[config.mk]
export PLATFORM = sky130hd
export DESIGN_NAME = ampcc_seq
export DESIGN_NICKNAME = d
export VERILOG_FILES = /design/src/hdl/ampcc_pkg.sv /design/src/hdl/ampcc_seq.sv
export SDC_FILE = /design/constraint.sdc
export NUM_CORES = 1
export LEC_CHECK = 0
export CAP_MARGIN = 20
export CORE_MARGIN = 8
export CORE_UTILIZATION = 50
export DETAILED_ROUTE_END_ITERATION = 7
export DONT_BUFFER_PORTS = 1
export SLEW_MARGIN = 20
export SYNTH_ARGS = -nofsm -noshare
export SYNTH_HDL_FRONTEND = slang
export SYNTH_SLANG_ARGS = --single-unit
[constraint.sdc]
create_clock -name clk -period 5.6 [get_ports clk]
set_input_delay 0.56 -clock clk [delete_from_list [all_inputs] [get_ports clk]]
set_output_delay 0.56 -clock clk [all_outputs]
set_load 0.05 [all_outputs]
[src/hdl/ampcc_pkg.sv]
// Shared types, constants and microcode table for the antagonist muscle co-contraction unit.
package ampcc_pkg;

  localparam int unsigned LenW    = 24;
  localparam int unsigned TgtW    = 23;
  localparam int unsigned TsW     = 24;
  localparam int unsigned GainW   = 16;
  localparam int unsigned DriveW  = 23;
  localparam int unsigned IntegW  = 32;
  localparam int unsigned CfgIdxW = 3;
  localparam int unsigned CfgDatW = 24;
  localparam int unsigned PcW     = 4;

  localparam logic [CfgIdxW-1:0] CFG_TGT_RIGHT = 3'd0;
  localparam logic [CfgIdxW-1:0] CFG_TGT_LEFT  = 3'd1;
  localparam logic [CfgIdxW-1:0] CFG_TIMESTEP  = 3'd2;
  localparam logic [CfgIdxW-1:0] CFG_PROP_GAIN = 3'd3;
  localparam logic [CfgIdxW-1:0] CFG_DERIV_GAIN = 3'd4;
  localparam logic [CfgIdxW-1:0] CFG_INTEG_GAIN = 3'd5;
  localparam logic [CfgIdxW-1:0] CFG_BIAS      = 3'd6;

  localparam logic [TgtW-1:0]  TGT_RST       = 23'd0;
  localparam logic [TsW-1:0]   TIMESTEP_RST  = 24'd33554;
  localparam logic [GainW-1:0] PROP_GAIN_RST = 16'd12800;
  localparam logic [GainW-1:0] DERIV_GAIN_RST = 16'd2048;
  localparam logic [GainW-1:0] INTEG_GAIN_RST = 16'd2048;
  localparam logic [TgtW-1:0]  BIAS_RST      = 23'd6554;

  // Spindle velocity weight 0.05 in unsigned Q0.16.
  localparam logic [TsW-1:0]   SPINDLE_VEL_WEIGHT = 24'd3277;
  localparam logic [DriveW-1:0] DRIVE_MAX = 23'h7FFFFF;

  typedef enum logic [2:0] {
    OPA_NONE = 3'b001,
    OPA_ERR  = 3'b010,
    OPA_VEL  = 3'b100,
    OPA_INT  = 3'b000
  } opa_sel_t;

  typedef enum logic [2:0] {
    OPB_TS  = 3'd0,
    OPB_KP  = 3'd1,
    OPB_KD  = 3'd2,
    OPB_KI  = 3'd3,
    OPB_SPW = 3'd4
  } opb_sel_t;

  typedef enum logic [1:0] {
    ACC_HOLD = 2'd0,
    ACC_LOAD = 2'd1,
    ACC_ADD  = 2'd2
  } acc_op_t;

  typedef enum logic [2:0] {
    WB_NONE  = 3'd0,
    WB_INTEG = 3'd1,
    WB_LEVSP = 3'd2,
    WB_INH   = 3'd3,
    WB_DRV   = 3'd4
  } wb_op_t;

  typedef enum logic [1:0] {
    JMP_NEXT     = 2'd0,
    JMP_WAIT_IN  = 2'd1,
    JMP_WAIT_OUT = 2'd2,
    JMP_START    = 2'd3
  } jmp_t;

  typedef struct packed {
    opa_sel_t mul_a;
    opb_sel_t mul_b;
    logic     mul_left;
    acc_op_t  acc_op;
    wb_op_t   wb;
    logic     wb_left;
    jmp_t     jmp;
  } ctrl_t;

  typedef struct packed {
    logic in_go;
    logic out_free;
  } seq_cond_t;

  function automatic ctrl_t mk(opa_sel_t a, opb_sel_t b, logic ml, acc_op_t ac,
                               wb_op_t w, logic wl, jmp_t j);
    ctrl_t c;
    c.mul_a    = a;
    c.mul_b    = b;
    c.mul_left = ml;
    c.acc_op   = ac;
    c.wb       = w;
    c.wb_left  = wl;
    c.jmp      = j;
    return c;
  endfunction

  // One control word per step. The right muscle runs in steps 1 to 6, the left
  // muscle in steps 6 to 11; step 6 writes back the right side while it starts
  // the first multiply of the left side.
  function automatic ctrl_t ucode(logic [PcW-1:0] pc);
    ctrl_t c;
    unique case (pc)
      4'd0:  c = mk(OPA_NONE, OPB_TS,  1'b0, ACC_HOLD, WB_NONE,  1'b0, JMP_WAIT_IN);
      4'd1:  c = mk(OPA_ERR,  OPB_TS,  1'b0, ACC_HOLD, WB_NONE,  1'b0, JMP_NEXT);
      4'd2:  c = mk(OPA_ERR,  OPB_KP,  1'b0, ACC_HOLD, WB_INTEG, 1'b0, JMP_NEXT);
      4'd3:  c = mk(OPA_VEL,  OPB_KD,  1'b0, ACC_LOAD, WB_NONE,  1'b0, JMP_NEXT);
      4'd4:  c = mk(OPA_INT,  OPB_KI,  1'b0, ACC_ADD,  WB_NONE,  1'b0, JMP_NEXT);
      4'd5:  c = mk(OPA_VEL,  OPB_SPW, 1'b0, ACC_ADD,  WB_NONE,  1'b0, JMP_NEXT);
      4'd6:  c = mk(OPA_ERR,  OPB_TS,  1'b1, ACC_HOLD, WB_LEVSP, 1'b0, JMP_NEXT);
      4'd7:  c = mk(OPA_ERR,  OPB_KP,  1'b1, ACC_HOLD, WB_INTEG, 1'b1, JMP_NEXT);
      4'd8:  c = mk(OPA_VEL,  OPB_KD,  1'b1, ACC_LOAD, WB_NONE,  1'b1, JMP_NEXT);
      4'd9:  c = mk(OPA_INT,  OPB_KI,  1'b1, ACC_ADD,  WB_NONE,  1'b1, JMP_NEXT);
      4'd10: c = mk(OPA_VEL,  OPB_SPW, 1'b1, ACC_ADD,  WB_NONE,  1'b1, JMP_NEXT);
      4'd11: c = mk(OPA_NONE, OPB_TS,  1'b1, ACC_HOLD, WB_LEVSP, 1'b1, JMP_NEXT);
      4'd12: c = mk(OPA_NONE, OPB_TS,  1'b0, ACC_HOLD, WB_INH,   1'b0, JMP_NEXT);
      4'd13: c = mk(OPA_NONE, OPB_TS,  1'b0, ACC_HOLD, WB_DRV,   1'b0, JMP_WAIT_OUT);
      default: c = mk(OPA_NONE, OPB_TS, 1'b0, ACC_HOLD, WB_NONE, 1'b0, JMP_START);
    endcase
    return c;
  endfunction

endpackage

[src/hdl/ampcc_seq.sv]
// Microcode sequencer: step counter, control store lookup and conditional jumps.
module ampcc_seq (
  input  logic               clk,
  input  logic               rst_n,
  input  ampcc_pkg::seq_cond_t cond,
  output ampcc_pkg::ctrl_t   ctrl
);
  import ampcc_pkg::*;

  logic [PcW-1:0] pc_r;
  logic [PcW-1:0] pc_nxt;

  assign ctrl = ucode(pc_r);

  always_comb begin
    unique case (ctrl.jmp)
      JMP_NEXT:     pc_nxt = pc_r + 1'b1;
      JMP_WAIT_IN:  pc_nxt = cond.in_go ? pc_r + 1'b1 : pc_r;
      JMP_WAIT_OUT: pc_nxt = cond.out_free ? '0 : pc_r;
      JMP_START:    pc_nxt = '0;
      default:      pc_nxt = '0;
    endcase
  end

  always_ff @(posedge clk) begin
    if (!rst_n) begin
      pc_r <= '0;
    end else begin
      pc_r <= pc_nxt;
    end
  end

endmodule

# After elaboration in Yosys (flattened, before gate mapping)
# Memories as Yosys holds them, arrays and structs flattened. A register that Yosys moved wholly into a read port is not among the register bits.
# Cells that the tools add are included.
[word_totals] ff_bits=4 out_inout_bits=15 in_bits=4 mem_bits_ro=240 n_memories=1
[mem_list] name="(no name shown)" words=16 word_bits=15 read_ports=1 rd_ports_with_merged_regs=1 wr=0 line_no="ampcc_pkg.sv:102" rtl="unique case (pc)"
[classes] eq_ne=5 n_reduce_logical=2 muxes=5 addsub=1
[ops] operator="$mux W4" n=4
[ops] operator="$pmux W4 S4" n=1
[ops] operator="$add A4 B1 Y4 const B" n=1
[ops] operator="$eq A2 B2 Y1 const B" n=2
[ops] operator="$ne A2 B2 Y1 const B" n=2
[ops] operator="$eq A2 B1 Y1 const B" n=1
[ops] operator="$logic_not A2 Y1" n=1
[ops] operator="$reduce_and A2 Y1" n=1

# Longest topological paths before layout
# Gate-level depths: netlist of run 1.
[logic_depth] ltp_word=5 mapped_depth=9 depth_no_buf=9

# Worst setup path after synthesis of run 1
# OpenSTA, ideal clock, no wires.
[synth_timing] path_type="register to register" startpoint="register ctrl[0] (netlist name)" endpoint="register ctrl[10] (netlist name)" period_less_slack_ns=2.181 t_arrival_ns=2.054 path_stages_with_launch=9 path_buffers=0 required_ns=5.473 setup_slack_ns=3.419 setup_time_ns=0.127 path_cell_list="dfxtp_1 -> nor3b_2 -> or2_1 -> mux2_2 -> nand2_1 -> inv_1 -> ha_1 -> mux2i_1 -> o22ai_1"
[synth_via] elab_chain_len=5
[synth_lines] item="$eq A2 B1 Y1 or $eq A2 B2 Y1 (tied branches)" line_no="ampcc_seq.sv:16" rtl="unique case (ctrl.jmp)"
[synth_lines] item="$ne A2 B2 Y1 (no line)"
[synth_lines] item="$reduce_and A2 Y1 (no line)"
[synth_lines] item="$mux W4 (no line) * (2 in series)"
# Every way passes the cells marked *; elsewhere a longest branch is shown, timed or not.
# A chain may end at the register's enable or synchronous reset.

# Worst setup path after layout of run 1
[layout_timing] startpoint="register ctrl[1] (netlist name)" endpoint="register ctrl[10] (netlist name)"
[layout_via] elab_chain_len=5
[layout_lines] item="$eq A2 B1 Y1 or $eq A2 B2 Y1 (tied branches)" line_no="ampcc_seq.sv:16"
[layout_lines] item="$ne A2 B2 Y1 (no line)"
[layout_lines] item="$reduce_and A2 Y1 (no line)"
[layout_lines] item="$mux W4 (no line) * (2 in series)"
# Marks and branches as above.

==> summary.txt, run 1 <==
most frequent cell after synthesis: dfxtp_1
top-level I/O count: 19
sequential area share after synthesis: 0.4337
top cell type's share of synthesized area: 0.4337
die height: 57.88 um
initial DRC count: 17
adder and majority gate portion of the synthesized area: 0.09986
internal power: 0.2125 mW
GR Overflow Total: 0
Worst-path clk slew: 0.10 ns
main combinational cell family by area after synthesis: simple AND/OR/NAND/NOR gates
clk_lat worst skew: 0.29 ns
largest area contributor in the netlist: dfxtp_1
drt via density: 5.642
initial core utilization: 0.5193
largest net degree at the start of global routing: 17
Filler cells: 169
DR DRC count: 0
reg2reg end: ctrl[10]
most common flop cell mapped by yosys: dfxtp_1
dpl hpwl: 1187 um
unrepaired setup endpoints after global routing: false
total CTS buffers: 3
Die W: 57.88 um
crit start category: flop
Post-Synth Simple-Gate Area: 0.1869
synthesized flop and latch total: 19
Tightest Pin Transition: 0.6193 ns
initial antenna violation count: 0
worst hold path cell count: 2
Final Hold Fails: 0
All-Layer GR Usage: 0.1042
post-CTS setup buffer count: 0
P_sw: 0.1458 mW
Logic pwr share: 0.203
count of TritonRoute iterations in the first routing pass: 4
Core ar.: 0.001689 mm^2
Hold Buf Count CTS: 0
EDFF count, synth: 0
ANT nets after route: 0
synth top area cells: dfxtp_1 (43%), ha_1 (10%), mux2i_1 (4.6%)
Async S/R FF share, synth: 0
XOR/XNOR Fraction of Synth Area: 0
share of cells above drive strength 1: 0.1573
switching part of the total: 0.4069
H-tree Lvls: 1
nets: 101
final core occ: 0.5378
clk buf depth: 2
end point of the critical path: ctrl[10]
DR WL/cell: 15.29 um
CTS tree: yes
first-pass GRT wire length: 2704 um
Lkg Pwr: 0.3965 nW
Core Rows: 15
Yosys warnings: 0
Post-CTS Resized: 0
worst r2r src: ctrl[1]
Mapped Avg Cell Area: 10.08 um^2
# diodes: 0
Worst Reg-to-Reg Cells: 8
mux contribution to synthesized area: 0.05849
critical path peak fanout: 7
Max Freq: 419.0 MHz
vias in the first global route: 615
kind of critical path: reg2reg
fraction of power consumed by the clock network: 0.186
Power Dens Cells: 394.4 mW/mm^2
Sequential Power Share: 0.612
Reg2Reg Setup Slack: 3.21 ns
worst IR drop on VDD: 0.0002064 V
Net Count, Synth: 98
minimum clock period: 2.387 ns
Post-synth top cells: dfxtp_1 (19), nand2_1 (8), ha_1 (7)
global placer's final weighted congestion: 0.6944
Worst setup EP type: flop
fin crit share: 0.4262
Unique masters post-synth: 36
final wirelength: 1621 um
count of pins over their slew limit: 0
via count: 598
mapped cell area: 877.1 um^2
Root Driver: clkbuf_4
Compound-Gate Fraction of Synth Area: 0.1698
Hold Crit Class: in2reg
status: finished clean
clk_skew: 0.003277 ns
Mapped Cells: 87
setup tns final: 0 ns
max-cap violations: 0
I/O Buffers: 0
Die Area: 0.003350 mm^2
Setup Viol. Count Final: 0
CP Launch Point: ctrl[1]
clock sinks: 19
Slew HR: 0.5865
worst path arrival time: 2.57 ns
Area Overhead vs Synth: 3.566%
Worst Path Required: 5.78 ns
-- worst min-delay path by stage --
stage | from | endpoint | slack, ns
floorplan | pc_r[1] | ctrl[5] | 0.62
global placement | pc_r[1] | ctrl[5] | 0.68
detailed placement | pc_r[1] | ctrl[5] | 0.68
CTS | rst_n | pc_r[1] | 0.46
global route | rst_n | pc_r[1] | 0.47
finish | rst_n | pc_r[1] | 0.47
-- per-layer routing --
layer | share of wire | routed length [um] | vias to the layer above | track usage
li1 | - | - | 309 | -
met1 | 0.41 | 668 | 275 | 0.09706
met2 | 0.50 | 816 | 10 | 0.1863
met3 | 0.070 | 114 | 4 | 0.04857
met4 | 0.014 | 22 | 0 | 0.05245
met5 | 0 | 0 | - | 0
-- registers in the layout, indices dropped and copies added (netlist names) --
signal / count
ctrl: 15
pc_r: 4
-- power groups by stage --
stage                     Combinational (mW)  Sequential [mW]  Clock [mW]
after floorplan                       0.0596            0.220           0
after global placement                0.0723            0.224           0
after detailed placement              0.0718            0.224           0
after CTS                             0.0730            0.220      0.0695
after global routing                  0.0832            0.223      0.0753
final                                 0.0726            0.219      0.0665
-- layout make-up --
| class | instances | area (um^2) | area share |
|---|---|---|---|
| Tap cell | 17 | 21.27 | 0.02342 |
| Clock buffer | 4 | 26.28 | 0.02893 |
| Inverter | 7 | 28.78 | 0.03168 |
| Sequential cell | 19 | 380.4 | 0.4187 |
| Multi-Input combinational cell | 59 | 451.7 | 0.4972 |
-- critical path, cell delays in order (launching register included) --
cell and delay, ns:
dfxtp_1 0.73, nor3b_2 0.14, or2_1 0.25, mux2_2 0.26
nand2_1 0.21, inv_1 0.10, ha_1 0.29, mux2i_1 0.20
o22ai_1 0.10
-- cell families (layout without fill, tap and decap cells) --
| group | Yosys count | count (layout) |
|---|---|---|
| fa+ha+maj | 7 | 7 |
| mux | 5 | 5 |
| buf+inv | 9 | 11 |
| compound gates | 20 | 20 |
| flops | 19 | 19 |
| simple gates | 27 | 27 |
-- cells in the final DEF (no fill, tap or decap), types with 3 or more instances in the layout --
cell type and n:
mux2i_1 4, o21ai_0 3, dfxtp_1 19, nand3_1 4, inv_1 5, o21ai_1 3, clkbuf_4 3, nand2_1 8
ha_1 7, a22o_1 3
-- metrics by stage --
step	power, mW	worst slack, ns	cells	instance area, um^2	hold WS, ns
2_1_floorplan	0.2795	3.419	87	877.1	0.6187
3_3_place_gp	0.2958	3.255	102	882.1	0.6790
3_5_place_dp	0.2954	3.228	102	882.1	0.6850
4_1_cts	0.3629	3.207	106	908.4	0.4582
5_1_grt	0.3811	3.026	106	908.4	0.4675
6_report	0.3583	3.213	106	908.4	0.4749
Power figures use the tool's default switching activity.
==> run 2: changes to the inputs <==
Clock period 5.6 ns to 2.2 ns, I/O delays scaled along.
==> summary.txt, run 2 (synthesis gave the netlist of run 1 again) <==
total CTS buffers: 3 (unchanged)
nets: 105 (+4.0%)
Max stage delay on crit path: 0.34 ns (-0.39 ns)
commonest non-fill, non-tap cells in the layout: dfxtp_1 (19), nand2_1 (8), ha_1 (7)
initial antenna violation count: 0 (unchanged)
Die Area: 0.003350 mm^2 (unchanged)
Hold Buf Count CTS: 0 (unchanged)
critical path peak fanout: 7 (unchanged)
post-CTS setup buffer count: 0 (unchanged)
DR DRC count: 0 (unchanged)
Power Dens Cells: 981.3 mW/mm^2 (+150%)
fin crit share: 0.9261 (+0.4999)
initial DRC count: 15 (-2)
commonest non-fill, non-tap cell in the layout: dfxtp_1
clk_lat worst skew: 0.29 ns (about the same)
DR WL/cell: 14.92 um (-2.4%)
max-cap violations: 0 (unchanged)
first-pass GRT wire length: 2649 um (-2.0%)
worst IR drop on VDD: 0.0004081 V (+98%)
Final Hold Fails: 0 (unchanged)
Lkg Pwr: 0.4150 nW (+4.7%)
CP bufs+invs: 1 (unchanged)
worst path arrival time: 2.22 ns (-0.35 ns)
Core ar.: 0.001689 mm^2 (unchanged)
via count: 634 (+6.0%)
final core occ: 0.5556 (+0.01778)
All-Layer GR Usage: 0.1013 (-0.002948)
Core Rows: 15 (unchanged)
Filler cells: 159 (-5.9%)
global placer's final weighted congestion: 0.7487 (+7.8%)
Setup Viol. Count Final: 0 (unchanged)
dpl hpwl: 1294 um (+9.0%)
max reg flops: 15 (unchanged)
Tightest Pin Transition: 0.4893 ns (-0.1300 ns)
setup tns final: 0 ns (unchanged)
top-level I/O count: 19 (unchanged)
CTS tree: yes
Worst-path clk slew: 0.10 ns (about the same)
largest net degree at the start of global routing: 11 (-6)
initial core utilization: 0.5193 (unchanged)
Root Driver: clkbuf_4
Worst Path Required: 2.38 ns (-3.40 ns)
status: finished clean
Die W: 57.88 um (unchanged)
pre-CTS WS: 0.1922 ns (-3.035 ns)
clk_skew: 0.006561 ns (+0.003284 ns)
count of pins over their slew limit: 0 (unchanged)
Hold Crit Class: in2reg
multi-input logic area: 451.7 um^2 (unchanged)
# diodes: 0 (unchanged)
vias in the first global route: 568 (-7.6%)
Top delay family on crit path: simple AND/OR/NAND/NOR gates
Slew HR: 0.6733 (+0.08680)
count of TritonRoute iterations in the first routing pass: 4 (unchanged)
clk buf depth: 2 (unchanged)
Max Freq: 490.8 MHz (+17%)
I/O Buffers: 0 (unchanged)
final wirelength: 1641 um (+1.2%)
ANT nets after route: 0 (unchanged)
die height: 57.88 um (unchanged)
CP cell instances: nor3b_2 -> or2_1 -> mux2_2 -> nand2_1 -> inv_1 -> ha_1 -> mux2i_1 -> o22ai_1
crit start category: flop
fin worst setup slack: 0.1625 ns (-3.051 ns)
kind of critical path: reg2reg
Area Overhead vs Synth: 6.990%
unrepaired setup endpoints after global routing: false
critical path's slowest cell: dfxtp_1
Post-CTS Resized: 0 (unchanged)
drt via density: 5.764 (+2.2%)
share of cells above drive strength 1: 0.1935 (+0.03625)
GR Overflow Total: 0 (unchanged)
sequential cell area: 380.4 um^2 (unchanged)
clock sinks: 19 (unchanged)
H-tree Lvls: 1 (unchanged)
minimum clock period: 2.037 ns (-0.3492 ns)
Worst setup EP type: flop
## run 2: cell count changes in the layout (fill, tap and decap cells not counted), sizes merged
cell	delta
buf	+4
## run 2: area by class of cell
cell class                 instances  area share
clock buffer                       4     0.02800
inverter                           7     0.03067
multi-input combinational         59      0.4813
sequential                        19      0.4053
tap                               17     0.02267
timing repair buffer               4     0.03200
## run 2: final timing paths
kind,slack (ns),cells after the start,end,from
worst max register to register,0.16,8,ctrl[10],ctrl[1]
worst max-delay path,0.16,8,ctrl[10],ctrl[1]
worst min-delay path,0.13,2,pc_r[1],rst_n
worst min register to register,0.71,2,ctrl[5],pc_r[1]
## run 2: metal layers
layer / GRT usage / share of wire / vias up
li1: - / - / 319
met2: 0.1672 / 0.49 / 15
met4: 0.05245 / 0.021 / 0
met5: 0 / 0 / -
met3: 0.03753 / 0.076 / 4
met1: 0.1104 / 0.41 / 296
## run 2: metrics by stage
stage | hold WS [ns] | instance area, um^2 | total power, mW | cells
final | 0.1272 | 938.4 | 0.9208 | 110
after floorplan | 0.3968 | 877.1 | 0.7115 | 87
after CTS | 0.1250 | 938.4 | 0.9346 | 110
after detailed placement | 0.4336 | 912.1 | 0.7645 | 106
after global routing | 0.1511 | 938.4 | 0.9692 | 110
after global placement | 0.4294 | 912.1 | 0.7636 | 106
## run 2: where the power goes
| part | total, mW | switching [mW] | internal [mW] |
|---|---|---|---|
| sequential | 0.533 | 0.140 | 0.393 |
| clock | 0.168 | 0.0975 | 0.0705 |
| combinational | 0.220 | 0.133 | 0.0868 |
